File: config.mk
export PLATFORM = sky130hd
export DESIGN_NAME = palindrome_min_cut_flat
export DESIGN_NICKNAME = d
export VERILOG_FILES = /design/src/pmc_pkg.sv /design/src/pmc_in_if.sv /design/src/pmc_out_if.sv /design/src/palindrome_min_cut.sv /design/src/pmc_ctrl.sv /design/src/pmc_dp.sv /design/src/flat_wrapper.sv
export SDC_FILE = /design/constraint.sdc
export NUM_CORES = 1
export LEC_CHECK = 0
export BUFFER_PORTS_ARGS = -buffer_cell sky130_fd_sc_hd__buf_2
export CORE_ASPECT_RATIO = 0.6
export CORE_UTILIZATION = 50
export CTS_CLUSTER_SIZE = 10
export DETAILED_ROUTE_END_ITERATION = 7
export HOLD_SLACK_MARGIN = 0.08
export PLACE_DENSITY = 0.65
export RECOVER_POWER = 25
export SYNTH_ARGS = -nofsm -noshare
export SYNTH_HDL_FRONTEND = slang
export SYNTH_SLANG_ARGS = --single-unit
export TNS_END_PERCENT = 30
File: constraint.sdc
create_clock -name clk -period 9.55 [get_ports clk]
set_clock_uncertainty 0.05 [all_clocks]
set_input_delay 0.955 -clock clk [delete_from_list [all_inputs] [get_ports clk]]
set_output_delay 0.955 -clock clk [all_outputs]
set_load 0.1 [all_outputs]
File: src/pmc_pkg.sv
// ----------------------------------------------------------------------------
// pmc_pkg
// Constants and controller/datapath interface types for palindrome_min_cut.
// ----------------------------------------------------------------------------
package pmc_pkg;

	localparam int MAX_LEN = 64;
	localparam int IDX_W   = (MAX_LEN > 1) ? $clog2(MAX_LEN) : 1;
	localparam int CNT_W   = $clog2(MAX_LEN + 1);
	localparam int SYM_W   = 8;
	localparam int CUT_W   = 6;

	typedef logic [SYM_W-1:0] sym_t;
	typedef logic [CUT_W-1:0] cut_t;

	typedef struct packed {
		logic start;
		logic drop;
		logic issue;
		logic wrap;
		logic fin_rd;
		logic load_out;
	} cmd_t;

	typedef struct packed {
		logic full;
		logic j_end;
		logic last;
		logic out_free;
	} sts_t;

endpackage

File: src/pmc_in_if.sv
// ----------------------------------------------------------------------------
// pmc_in_if
// Input channel: one string byte per item, with an end-of-string flag.
// ----------------------------------------------------------------------------
interface pmc_in_if;
	import pmc_pkg::*;

	logic valid;
	logic ready;
	sym_t symbol;
	logic last;

	modport source (output valid, output symbol, output last, input ready);
	modport sink   (input valid, input symbol, input last, output ready);
endinterface

File: src/pmc_out_if.sv
// ----------------------------------------------------------------------------
// pmc_out_if
// Output channel: one result item per string.
// ----------------------------------------------------------------------------
interface pmc_out_if;
	import pmc_pkg::*;

	logic valid;
	logic ready;
	cut_t min_cuts;
	logic too_long;

	modport source (output valid, output min_cuts, output too_long, input ready);
	modport sink   (input valid, input min_cuts, input too_long, output ready);
endinterface

File: src/palindrome_min_cut.sv
// A stored byte walks the byte/cut memories over every position up to its own,
// then drains and commits the column. A final byte adds a cut read and output load
// before the result item. Bytes past the limit are dropped and skip the walk.
// The walk over stored positions through the byte/cut memories sets the rate.
// Asynchronous active-low reset empties the string and the output register;
// the memories keep their contents and need no clearing.
// ----------------------------------------------------------------------------
// palindrome_min_cut
// Least palindrome partition cuts of a byte string, column by column.
// ----------------------------------------------------------------------------
module palindrome_min_cut (
	input  logic      clk,
	input  logic      arst_n,
	pmc_in_if.sink    in_ch,
	pmc_out_if.source out_ch
);
	import pmc_pkg::*;

	cmd_t cmd;
	sts_t sts;

	pmc_ctrl u_ctrl (
		.clk      (clk),
		.arst_n   (arst_n),
		.in_valid (in_ch.valid),
		.in_last  (in_ch.last),
		.in_ready (in_ch.ready),
		.sts      (sts),
		.cmd      (cmd)
	);

	pmc_dp u_dp (
		.clk          (clk),
		.arst_n       (arst_n),
		.cmd          (cmd),
		.sts          (sts),
		.in_symbol    (in_ch.symbol),
		.in_last      (in_ch.last),
		.out_valid    (out_ch.valid),
		.out_ready    (out_ch.ready),
		.out_min_cuts (out_ch.min_cuts),
		.out_too_long (out_ch.too_long)
	);

endmodule

File: src/pmc_ctrl.sv
// ----------------------------------------------------------------------------
// pmc_ctrl
// Sequencer: accepts a byte, walks the stored positions, commits the column
// and issues the result on the final byte; bytes past the limit are dropped.
// ----------------------------------------------------------------------------
module pmc_ctrl (
	input  logic          clk,
	input  logic          arst_n,
	input  logic          in_valid,
	input  logic          in_last,
	output logic          in_ready,
	input  pmc_pkg::sts_t sts,
	output pmc_pkg::cmd_t cmd
);
	import pmc_pkg::*;

	localparam logic [2:0] S_IDLE  = 3'd0;
	localparam logic [2:0] S_RUN   = 3'd1;
	localparam logic [2:0] S_DRAIN = 3'd2;
	localparam logic [2:0] S_WRAP  = 3'd3;
	localparam logic [2:0] S_FIN   = 3'd4;
	localparam logic [2:0] S_OUT   = 3'd5;

	logic [2:0] state_q;
	logic [2:0] state_d;
	logic       acc;

	assign in_ready = (state_q == S_IDLE);
	assign acc      = in_valid && in_ready;

	always_comb begin
		state_d = state_q;
		cmd     = '0;
		unique case (state_q)
			S_IDLE: begin
				if (acc) begin
					if (!sts.full) begin
						cmd.start = 1'b1;
						state_d   = S_RUN;
					end else begin
						cmd.drop = 1'b1;
						if (in_last)
							state_d = S_FIN;
					end
				end
			end
			S_RUN: begin
				cmd.issue = 1'b1;
				if (sts.j_end)
					state_d = S_DRAIN;
			end
			S_DRAIN: begin
				state_d = S_WRAP;
			end
			S_WRAP: begin
				cmd.wrap = 1'b1;
				state_d  = sts.last ? S_FIN : S_IDLE;
			end
			S_FIN: begin
				cmd.fin_rd = 1'b1;
				state_d    = S_OUT;
			end
			S_OUT: begin
				if (sts.out_free) begin
					cmd.load_out = 1'b1;
					state_d      = S_IDLE;
				end
			end
			default: begin
				state_d = S_IDLE;
			end
		endcase
	end

	always_ff @(posedge clk or negedge arst_n) begin
		if (!arst_n)
			state_q <= S_IDLE;
		else
			state_q <= state_d;
	end

endmodule

File: src/pmc_dp.sv
// ----------------------------------------------------------------------------
// pmc_dp
// Datapath: byte and cut memories, palindrome column, running minimum and
// the output register.
// ----------------------------------------------------------------------------
module pmc_dp (
	input  logic          clk,
	input  logic          arst_n,
	input  pmc_pkg::cmd_t cmd,
	output pmc_pkg::sts_t sts,
	input  pmc_pkg::sym_t in_symbol,
	input  logic          in_last,
	output logic          out_valid,
	input  logic          out_ready,
	output pmc_pkg::cut_t out_min_cuts,
	output logic          out_too_long
);
	import pmc_pkg::*;

	sym_t             char_mem [MAX_LEN];
	cut_t             cut_mem  [MAX_LEN];

	logic [CNT_W-1:0] count_q;
	logic             ovf_q;
	logic [MAX_LEN-1:0] pal_q;
	logic [MAX_LEN-1:0] next_q;
	cut_t             best_q;
	logic [IDX_W-1:0] i_q;
	logic [IDX_W-1:0] j_q;
	sym_t             sym_q;
	logic             last_q;

	logic             vld_s1;
	logic [IDX_W-1:0] j_s1;
	sym_t             char_rd_q;
	cut_t             cut_rd_q;

	logic             out_valid_q;
	cut_t             out_cuts_q;
	logic             out_long_q;

	logic [CNT_W-1:0] cnt_m1;
	logic [IDX_W-1:0] cut_addr;
	logic [IDX_W-1:0] diff;
	logic [IDX_W-1:0] jp1;
	logic             inner;
	logic             hit;
	logic [CUT_W:0]   cand;
	logic             better;

	assign cnt_m1   = count_q - CNT_W'(1);
	assign cut_addr = cmd.issue ? (j_q - IDX_W'(1)) : cnt_m1[IDX_W-1:0];

	assign diff   = i_q - j_s1;
	assign jp1    = j_s1 + IDX_W'(1);
	assign inner  = (diff == '0) || (diff == IDX_W'(1)) ||
	                ((j_s1 != IDX_W'(MAX_LEN - 1)) && pal_q[jp1]);
	assign hit    = (char_rd_q == sym_q) && inner;
	assign cand   = (j_s1 == '0) ? '0 : ({1'b0, cut_rd_q} + (CUT_W+1)'(1));
	assign better = cand < {1'b0, best_q};

	assign sts.full     = (count_q == CNT_W'(MAX_LEN));
	assign sts.j_end    = (j_q == i_q);
	assign sts.last     = last_q;
	assign sts.out_free = !out_valid_q || out_ready;

	assign out_valid    = out_valid_q;
	assign out_min_cuts = out_cuts_q;
	assign out_too_long = out_long_q;

	always_ff @(posedge clk) begin
		if (cmd.start)
			char_mem[count_q[IDX_W-1:0]] <= in_symbol;
		if (cmd.issue)
			char_rd_q <= char_mem[j_q];
	end

	always_ff @(posedge clk) begin
		if (cmd.wrap)
			cut_mem[i_q] <= best_q;
		if (cmd.issue || cmd.fin_rd)
			cut_rd_q <= cut_mem[cut_addr];
	end

	always_ff @(posedge clk or negedge arst_n) begin
		if (!arst_n) begin
			count_q     <= '0;
			ovf_q       <= 1'b0;
			pal_q       <= '0;
			vld_s1      <= 1'b0;
			out_valid_q <= 1'b0;
		end else begin
			vld_s1 <= cmd.issue;
			if (cmd.drop)
				ovf_q <= 1'b1;
			if (cmd.wrap) begin
				pal_q   <= next_q;
				count_q <= count_q + CNT_W'(1);
			end
			if (cmd.load_out) begin
				out_valid_q <= 1'b1;
				count_q     <= '0;
				ovf_q       <= 1'b0;
				pal_q       <= '0;
			end else if (out_ready) begin
				out_valid_q <= 1'b0;
			end
		end
	end

	always_ff @(posedge clk) begin
		if (cmd.start) begin
			sym_q  <= in_symbol;
			last_q <= in_last;
			i_q    <= count_q[IDX_W-1:0];
			j_q    <= '0;
			next_q <= '0;
			best_q <= CUT_W'(count_q[IDX_W-1:0]);
		end
		if (cmd.issue) begin
			j_s1 <= j_q;
			j_q  <= j_q + IDX_W'(1);
		end
		if (vld_s1 && hit) begin
			next_q[j_s1] <= 1'b1;
			if (better)
				best_q <= cand[CUT_W-1:0];
		end
		if (cmd.load_out) begin
			out_cuts_q <= cut_rd_q;
			out_long_q <= ovf_q;
		end
	end

endmodule

File: src/flat_wrapper.sv
// flat-port wrapper written by rule: the top's interface ports become plain ports
module palindrome_min_cut_flat import pmc_pkg::*;
  (clk, arst_n, in_ch_valid, in_ch_symbol, in_ch_last, in_ch_ready, out_ch_valid, out_ch_min_cuts, out_ch_too_long, out_ch_ready);
  pmc_in_if in_ch_i ();
  pmc_out_if out_ch_i ();
  input  logic clk;
  input  logic arst_n;
  input wire logic [$bits(in_ch_i.valid)-1:0] in_ch_valid;
  input wire logic [$bits(in_ch_i.symbol)-1:0] in_ch_symbol;
  input wire logic [$bits(in_ch_i.last)-1:0] in_ch_last;
  output wire logic [$bits(in_ch_i.ready)-1:0] in_ch_ready;
  output wire logic [$bits(out_ch_i.valid)-1:0] out_ch_valid;
  output wire logic [$bits(out_ch_i.min_cuts)-1:0] out_ch_min_cuts;
  output wire logic [$bits(out_ch_i.too_long)-1:0] out_ch_too_long;
  input wire logic [$bits(out_ch_i.ready)-1:0] out_ch_ready;
  assign in_ch_i.valid = in_ch_valid;
  assign in_ch_i.symbol = in_ch_symbol;
  assign in_ch_i.last = in_ch_last;
  assign in_ch_ready = in_ch_i.ready;
  assign out_ch_valid = out_ch_i.valid;
  assign out_ch_min_cuts = out_ch_i.min_cuts;
  assign out_ch_too_long = out_ch_i.too_long;
  assign out_ch_i.ready = out_ch_ready;
  palindrome_min_cut u_core (.clk(clk), .arst_n(arst_n), .in_ch(in_ch_i), .out_ch(out_ch_i));
endmodule
# ---- After elaboration in Yosys (flattened, before gate mapping)
# Memory sizes are Yosys's and may differ from the RTL's. A register that Yosys moved wholly into a read port is not among the register bits.
# Index checks and enable logic that the tools add are counted.
dict set report op_classes {
  add_sub_neg 7
  n_lt_le_gt_ge 4
  eq_ne 14
  muxes 41
  bitwise_logic 1
  n_reduce_logical 18
}
# op count
set ops {}
lappend ops {{$mux W64} 4}
lappend ops {{$or A64 B64 Y64} 1}
lappend ops {{$mux W6} 6}
lappend ops {{$mux W7} 3}
lappend ops {{$mux W3} 6}
lappend ops {{$pmux W3 S6} 1}
lappend ops {{$mux W1} 17}
lappend ops {{$lt A6 B7 Y1 const B} 2}
lappend ops {{$add A6 B1 Y6 const B} 2}
lappend ops {{$logic_not A6 Y1} 2}
lappend ops {{$sub A6 B1 Y6 const B} 2}
lappend ops {{$eq A8 B8 Y1} 1}
lappend ops {{$reduce_bool A2 Y1} 4}
lappend ops {{$add A6 B1 Y7 const B} 1}
lappend ops {{$add A7 B1 Y7 const B} 1}
lappend ops {{$eq A7 B7 Y1 const B} 1}
lappend ops {{$lt A7 B6 Y1} 1}
lappend ops {{$bmux W1 S6} 1}
lappend ops {{$demux W1 S6} 1}
lappend ops {{$eq A3 B2 Y1 const B} 2}
lappend ops {{$eq A3 B3 Y1 const B} 2}
lappend ops {{$eq A6 B1 Y1 const B} 1}
lappend ops {{$eq A6 B6 Y1} 1}
lappend ops {{$ge A6 B1 Y1 const B} 1}
lappend ops {{other kinds (11)} 21}
dict set report word_totals {
  reg_bits 181
  ram_bits 896
  inputBits 13
  output_inout_bits 9
  wordCells 102
  memories 2
}
# name depth word_bits read_ports rd_ports_with_merged_regs wr line
set memory_table {}
lappend memory_table {u_core.u_dp.char_mem 64 8 1 1 1 pmc_dp.sv:20} ;# sym_t char_mem [MAX_LEN];
lappend memory_table {u_core.u_dp.cut_mem 64 6 1 1 1 pmc_dp.sv:21} ;# cut_t cut_mem [MAX_LEN];

# ---- Logic depth before layout (Yosys ltp)
# Gate-level depths: netlist of the first run.
dict set report logic_depth {
  ltp_word 8
  depth_mapped 24
  ltp_nobuf 13
}

# ---- Hierarchy
# A second synthesis of the first run with hierarchy kept.
dict set report hier_totals {
  cells_unflattened 2351
  hier_area_um2 43858.3
}
# module n_inst cells_per_inst area_per_inst_um2 seq_area_each_um2
set modules_own_cells {}
lappend modules_own_cells {pmc_dp 1 2322 43605.6 31600.3}
lappend modules_own_cells {pmc_ctrl 1 29 252.7 75.1}

# ---- Least setup slack after synthesis of the first run
# No wires, ideal clock.
dict set report synth_timing {
  path_type {register -> register}
  from {reg u_core.u_ctrl.state_q[0]}
  to {mem u_core.u_dp.char_mem[61][0] (netlist name) (enable)}
  setup_ns 0.370
  arrival_ns 4.323
  t_required_ns 9.130
  setup_slack_ns 4.806
  stages_incl_launch_ff 8
  n_path_buf 1
  period_less_slack_ns 4.744
  cell_sequence {dfrtp_1 -> buf_4 -> nor3_1 -> and2_1 -> nand2_1 -> inv_1 -> nand2_1 -> nor2_1}
}
# element line
set synth_rtl {}
lappend synth_rtl {{from (decl)} pmc_ctrl.sv:24} ;# logic [2:0] state_q;
lappend synth_rtl {{from (signal assigned)} pmc_ctrl.sv:79} ;# state_q <= state_d;
lappend synth_rtl {{to (decl)} pmc_dp.sv:20}

# ---- Final worst setup path of the first run
dict set report layout_timing {
  from {reg u_core.u_dp.j_q[0]}
  to {reg u_core.u_dp.cut_rd_q[0] (read register of u_core.u_dp.cut_mem) (data pin)}
}
dict set report layout_between {
  elab_chain_cells 2
}
# element line
set layout_lines {}
lappend layout_lines {{from (decl)} pmc_dp.sv:29} ;# logic [IDX_W-1:0] j_q;
lappend layout_lines {{from (signal assigned)} pmc_dp.sv:122} ;# j_q <= j_q + IDX_W'(1);
lappend layout_lines {{$sub A6 B1 Y6} pmc_dp.sv:52} ;# assign cut_addr = cmd.issue ? (j_q - IDX_W'(1)) : cnt_m1[IDX_W-1:0];
lappend layout_lines {{$mux W6} pmc_dp.sv:52}
lappend layout_lines {{to (decl)} pmc_dp.sv:36} ;# cut_t cut_rd_q;
# Every way passes these cells.
# A chain may end at the register's enable or synchronous reset.

==> qor.yml, run 1 <==
synth_fa_ha_area_share_pct: 0.503
p_per_area_mw_per_mm2: 338
crit_path_end_kind: "flip-flop"
postCtsSetupBuffers: 0
port_buffers: 21
place_inst: 4028
synth_top_flop_cell: "edfxtp_1"
synth.ff_latch_count: 1091
syn_inst: 2959
grt_max_degree: 135
first_iter_violations: 3493
io_pins: 22
final_cell_area_mm2: 0.0506
setup_viol: 0
nets: 2962
synth_xor_area_share_pct: 0.714
grt_use_met3_pct: 10.1
top_usage_layer: "met1"
ys_types: 73
status: "finished with violations"
clockRootBuffer: "clkbuf_16"
hold_ws_ns: 0.370
clock.fmax_mhz: 154
drcViolationCount: 1
initial_utilization_pct: 51.0
setup_slack_ns: 3.04
globalRouteMet2Util_pct: 33.8
power_mw: 17.1
leakagePower_nw: 16.1
synthSimpleGateAreaFrac_pct: 6.86
dp_slack_ns: 4.09
maxCapViolCount: 12
vias_per_cell: 6.45
crit_required_ns: 10.04
area_growth_pct: 9.48
cp-start-kind: "flip-flop"
cts_buffers: 119
synth_top_family_by_area: "multiplexers"
grt_pass1_vias: 26300
async_reset_ff_share_pct: 7.06
die_y_um: 238
min_period_over_period_pct: 68.1
die_area_mm2: 0.0938
slew_headroom_pct: -193
synth.top_cells.by_area: "edfxtp_1, mux4_2, dfrtp_1"
ctsResizeCount: 0
fillers: 6986
failed_checks: "design-rule violations, max-capacitance violations, max-slew violations"
drive_gt1_share_pct: 17.7
fin_tns_setup_ns: 0
drv_slew: 764
die-width_um: 395
cts_max_level: 3
cts_buffer_depth: 3
synth_compound_area_share_pct: 7.04
cts.sinks: 1091
yosysWarningCount: 0
worst_pin_slew_ns: 4.40
multiInputGateArea_mm2: 0.0135
ir_worst_vdd_mv: 0.303
syn-cell-area_mm2: 0.0463
synth_edf_count: 944
worstSkewPairLatency_ns: 0.73
rows: 85
grt_use_total_pct: 25.3
antenna_found_initial: 4
cts_hold_buf: 0
core_mm2: 0.0906
syn-num-nets: 2990
synth.area.mux_share_pct: 14.0
routabilityCongestion: 0.909
finalHoldViolations: 0
path_class: "flip-flop to flip-flop"
arrival_ns: 7.00
vias: 27100
syn_avg_cell_area_um2: 15.6
synth_common_cells: "edfxtp_1, nand2_1, mux4_2, nor2_1"
drt_wl_total_um: 118000
clkTransAtPathRegs_ns: 0.06
grt_pass1_wl_um: 175000
placed_area_mm2: 0.0473
worstPathMaxFanout: 57
rsz0062_at_grt: "false"
grt_use_met1_pct: 38.4
ant_nets: 0
routedWlPerCell_um: 28.1
ff_latch_area_mm2: 0.0317
dr.pass1.iters: 8
synth_top_area_cell: "edfxtp_1"
hp-class: "primary input to flip-flop"
yosysMostFrequentCell: "edfxtp_1"
final_util_pct: 55.9
yosysSeqAreaShare_pct: 68.5
fin_cells: 4203
min_period_ns: 6.51
dp_hpwl_um: 71900
cts_tree: "yes"
overflow: 0
yosys.area.top_type_share_pct: 61.3
==> registers in the layout, indices dropped and copies added (netlist names), 7 cells and up <==
signal / flops
u_core.u_dp.sym_q: 8
u_core.u_dp.count_q: 7
u_core.u_dp.char_rd_q: 8
u_core.u_dp.pal_q: 64
u_core.u_dp.char_mem: 512
u_core.u_dp.next_q: 64
u_core.u_dp.cut_mem: 384
==> metal layers <==
| layer | routed length, µm | vias to the layer above |
|---|---|---|
| met5 | 30 | - |
| met4 | 2010 | 4 |
| met3 | 15900 | 174 |
| met2 | 48400 | 1541 |
| met1 | 51800 | 13900 |
| li1 | - | 11500 |
==> cell usage in the layout (no fill, tap or decap), drive strengths merged, types with 7 or more instances in the layout <==
cell	synthesis	final
inv	27	28
xor2	13	13
mux2	110	110
nor3	18	18
edfxtp	944	944
nand3	42	42
dfrtp	77	77
clkbuf	123	180
nand3b	61	61
nor3b	7	7
o22ai	64	64
o221ai	73	73
o21ai	147	147
ha	17	17
o211ai	16	16
o311ai	9	9
mux2i	55	55
and3	11	11
xnor2	22	22
buf	93	54
nand2b	11	11
a21oi	113	113
or3	15	15
nor2	177	177
nand4	12	12
dfxtp	70	70
clkinv	2	8
nand2	313	313
mux4	207	207
nor2b	14	14
a211oi	12	12
a2111oi	22	22
==> cell type report <==
class	count	area share (%)
Antenna cell	1	0.00494
Clock buffer	167	6.30
Clock inverter	7	0.346
Inverter	29	0.235
Multi-Input combinational cell	1623	26.7
Sequential cell	1091	62.6
Tap cell	1218	3.01
Timing Repair Buffer	67	0.848
==> critical path, cell delays in order, from the launching register on <==
cell	delay [ns]
edfxtp_1	0.35
clkbuf_1	2.10
buf_4	1.04
o31ai_1	0.11
and3_1	0.42
nand2b_2	0.66
a2111oi_0	0.83
o311ai_0	0.39
a311oi_1	0.35
==> power breakdown <==
group / internal (mW) / switching, mW / total [mW]
logic: 2.61 / 4.55 / 7.16
registers: 5.62 / 0.212 / 5.83
clock network: 2.30 / 1.82 / 4.12
total: 10.5 / 6.58 / 17.1
==> final timing paths <==
kind	start	endpoint	slack, ns	cells after the start
setup / recovery	u_core.u_dp.j_q[0]	u_core.u_dp.cut_rd_q[0]	3.04	8
hold / removal	in_ch_last	u_core.u_dp.last_q	0.37	1
setup reg to reg	u_core.u_dp.j_q[0]	u_core.u_dp.cut_rd_q[0]	3.04	8
hold reg to reg	u_core.u_dp.next_q[44]	u_core.u_dp.pal_q[44]	0.39	2
max in group asynchronous	arst_n	u_core.u_dp.count_q[0]	4.92	1
min in group asynchronous	arst_n	u_core.u_dp.pal_q[43]	1.75	1
==> logic make-up after synthesis <==
family / count (synthesis)
adders and majority gates: 18
AOI/OAI and AO/OA: 499
muxes: 372
buffers and inverters: 245
and+or+nand+nor: 698
xor gates and xnor gates: 36
DFF: 1091
Power figures use the tool's default switching activity.
==> inputs of run 2 (changes only) <==
Settings changed: ABC_AREA set to 1.
Clock period 9.55 ns to 6.35 ns, I/O delays scaled along.
==> run 2 against run 1 <==
Compared with the run above: critical path depth increased by 7; hold slack got worse by 0.061 ns; wire length increased by 0.90%; final cell count increased by 21%; critical endpoint is now u_core.u_dp.cut_rd_q[2]; the flow finishes with violations (max-capacitance violations, max-slew violations); setup slack got worse by 1.4 ns; combinational power increased by 75%; largest power group unchanged; final area decreased by 2.7%; synthesized cell count increased by 32%; core utilization decreased by 0.082 points; via count increased by 11%; non-clock buffer count increased by 5; highest routed layer unchanged.
==> qor.yml, run 2 <==
synth_edf_count: 944  # unchanged
yosysMostFrequentCell: "edfxtp_1"
swShare_pct: 44.3  # +5.9 points
area_growth_pct: 9.58  # about the same
syn_avg_cell_area_um2: 11.5  # -26%
first_iter_violations: 3688  # +5.6%
final_cell_area_mm2: 0.0493  # -2.7%
grt_pass1_wl_um: 177000  # +1.4%
dr.pass1.iters: 8  # unchanged
syn-cell-area_mm2: 0.0450  # -2.8%
slowest_stage: "nand2_8"
p_per_area_mw_per_mm2: 561  # +66%
largest_reg_flops: 512  # unchanged
io_pins: 22  # unchanged
mostFrequentLayoutCell: "edfxtp_1"
place_inst: 4896  # +22%
clkPwrFrac_pct: 22.4  # -1.7 points
grt_max_degree: 248  # +84%
async_reset_ff_share_pct: 7.06  # unchanged
syn-num-nets: 3931  # +31%
min_period_ns: 4.70  # -1.81 ns
r2r_cells: 15  # +7
r2r_start: "u_core.u_ctrl.state_q[2]"
cts.sinks: 1091  # unchanged
status: "finished with violations"
diodes: 0  # -1
rows: 84  # -1.2%
die_area_mm2: 0.0912  # -2.8%
clock.fmax_mhz: 213  # +39%
synth_top_flop_cell: "edfxtp_1"
cp-start-kind: "flip-flop"
critical_path.most_common_cell: "nand3_1"
hold_ws_ns: 0.309  # -0.0606 ns
synth.top_cells.by_area: "edfxtp_1, o21ai_0, dfrtp_1"
synth_common_cells: "edfxtp_1, o21ai_0, nand2_1, nor2_1, inv_1"
synth_top_area_cell: "edfxtp_1"
final_cell_mix: "edfxtp_1, o21ai_0, nand2_1"
grt_use_total_pct: 26.1  # +0.81 points
overflow: 0  # unchanged
path_class: "flip-flop to flip-flop"
drv_slew: 585  # -23%
power_mw: 27.6  # +61%
cts_max_level: 3  # unchanged
ir_worst_vdd_mv: 0.702  # +130%
crit_buf_inv: 3  # +1
routedWlPerCell_um: 23.4  # -17%
nets: 3888  # +31%
drt_wl_total_um: 119000  # +0.90%
die_y_um: 234  # -1.4%
crit_required_ns: 6.76  # -3.28 ns
grt_pass1_vias: 27500  # +4.6%
routabilityCongestion: 0.874  # -3.9%
setup_viol: 0  # unchanged
worst_pin_slew_ns: 3.47  # -0.933 ns
critical_path.cell_chain: "nor2_4 > nand2_8 > inv_2 > nand2_4 > nand2_8 > ha_2 > clkinv_2 > buf_4 > a21oi_1 > o21ai_0 > o211ai_1 > nand3_1 > nand3_1 > nand3_1 > nand2_1"
port_buffers: 21  # unchanged
power_frac_seq_pct: 32.4  # -1.7 points
path_depth: 15  # +7
rsz0062_at_grt: "false"
hold_depth: 1  # unchanged
syn_inst: 3900  # +32%
min_period_over_period_pct: 74.0  # +5.8 points
ant_nets: 0  # unchanged
combPwrFrac_pct: 45.2  # +3.4 points
cpPeakStageDelay_ns: 0.60  # -1.50 ns
worstPathMaxFanout: 111  # +95%
cts_buffers: 119  # unchanged
setup_slack_ns: 1.65  # -1.39 ns
synth.ff_latch_count: 1091  # unchanged
yosys.area.top_type_share_pct: 63.1  # +1.8 points
drcViolationCount: 0  # -1
vias_per_cell: 5.92  # -8.2%
die-width_um: 389  # -1.4%
worstSkewPairLatency_ns: 0.72  # about the same
holdPathEnd: "u_core.u_dp.last_q"
antenna_found_initial: 2  # -2
cts_buffer_depth: 3  # unchanged
fin_cells: 5086  # +21%
ys_types: 46  # -37%
min_from: "in_ch_last"
failed_checks: "max-capacitance violations, max-slew violations"
fillers: 7349  # +5.2%
leakagePower_nw: 16.9  # +5.2%
arrival_ns: 5.11  # -1.89 ns
dp_slack_ns: 1.73  # -2.36 ns
yosysSeqAreaShare_pct: 70.5  # +2.0 points
cp_top_family: "simple AND/OR/NAND/NOR gates"
reg2reg_slack_ns: 1.65  # -1.39 ns
finalHoldViolations: 0  # unchanged
power.net_switching_mw: 12.2  # +86%
ctsResizeCount: 0  # unchanged
drive_gt1_share_pct: 6.04  # -12 points
slew_headroom_pct: -131  # +62 points
rr_endpoint: "u_core.u_dp.cut_rd_q[2]"
crit_path_end_kind: "flip-flop"
fin_tns_setup_ns: 0  # unchanged
vias: 30100  # +11%
yosysWarningCount: 0  # unchanged
final_util_pct: 55.8  # -0.082 points
p_int_mw: 15.4  # +46%
clkTransAtPathRegs_ns: 0.06  # about the same
maxCapViolCount: 10  # -2
core_mm2: 0.0883  # -2.6%
hp-class: "primary input to flip-flop"
cts_tree: "yes"
dp_hpwl_um: 70000  # -2.7%
clockRootBuffer: "clkbuf_16"
initial_utilization_pct: 50.9  # -0.12 points
placed_area_mm2: 0.0460  # -2.8%
[run 2: cell count changes after synthesis, moves of 42 or more]
cell and change:
o21ai_0 +351, inv_1 +296, nor2_1 +236, nand3_1 +231
mux4_2 -203, nand2_1 +112, mux2_2 -110, a21oi_1 +104
o21ai_1 +92, nand3b_1 -59, mux2i_1 -55, o211ai_1 +42
[run 2: worst max-delay path by stage]
stage	start	to	slack, ns
after CTS	u_core.u_ctrl.state_q[2]	u_core.u_dp.cut_rd_q[3]	1.72
after global placement	u_core.u_ctrl.state_q[2]	u_core.u_dp.cut_rd_q[3]	1.83
final	u_core.u_ctrl.state_q[2]	u_core.u_dp.cut_rd_q[2]	1.65
after global routing	u_core.u_ctrl.state_q[2]	u_core.u_dp.cut_rd_q[1]	1.35
after detailed placement	u_core.u_ctrl.state_q[2]	u_core.u_dp.cut_rd_q[3]	1.73
after floorplan	u_core.u_ctrl.state_q[1]	u_core.u_dp.cut_rd_q[2]	2.98
[run 2: area by class of cell]
type                       instances  area (µm²)  share of cell area (%)
clock inverter                     4        46.3                  0.0940
multi-input combinational       2240       11100                    22.5
inverter                         333        1260                    2.55
timing repair buffer              72         492                   0.998
sequential                      1091       31700                    64.3
tap                             1161        1450                    2.95
clock buffer                     185        3270                    6.63
[run 2: power groups by stage]
stage          Sequential, mW  Clock, mW  Combinational (mW)
6_report                 8.95       6.18                12.5
2_1_floorplan            9.13          0                7.95
4_1_cts                  8.92       6.24                12.2
5_1_grt                  8.98       6.50                13.6
3_3_place_gp             9.06          0                12.0
3_5_place_dp             9.07          0                12.1
[run 2: cell families (layout without fill, tap and decap cells)]
family / after synthesis / count (layout) / share of synthesized area [%]
simple gates: 1198 / 1198 / 11.3
flops: 1091 / 1091 / 70.5
compound gates: 1005 / 1005 / 12.2
buf+inv: 569 / 594 / 5.02
xor+xnor: 19 / 19 / 0.487
fa+ha+maj: 18 / 18 / 0.518
[run 2: repair_timing]
item / in CTS / in global routing
hold buffers: 1 / 0
hold endpoints to repair: 35 / 0
setup endpoints to repair: 0 / 0
setup buffers: 0 / 0
[run 2: routing by layer]
metal | up-vias | routed length [µm] | GRT usage, %
met5 | - | 7 | 0
li1 | 13800 | - | -
met4 | 2 | 2110 | 5.73
met2 | 1563 | 46200 | 33.4
met1 | 14600 | 55300 | 41.3
met3 | 179 | 15700 | 9.56
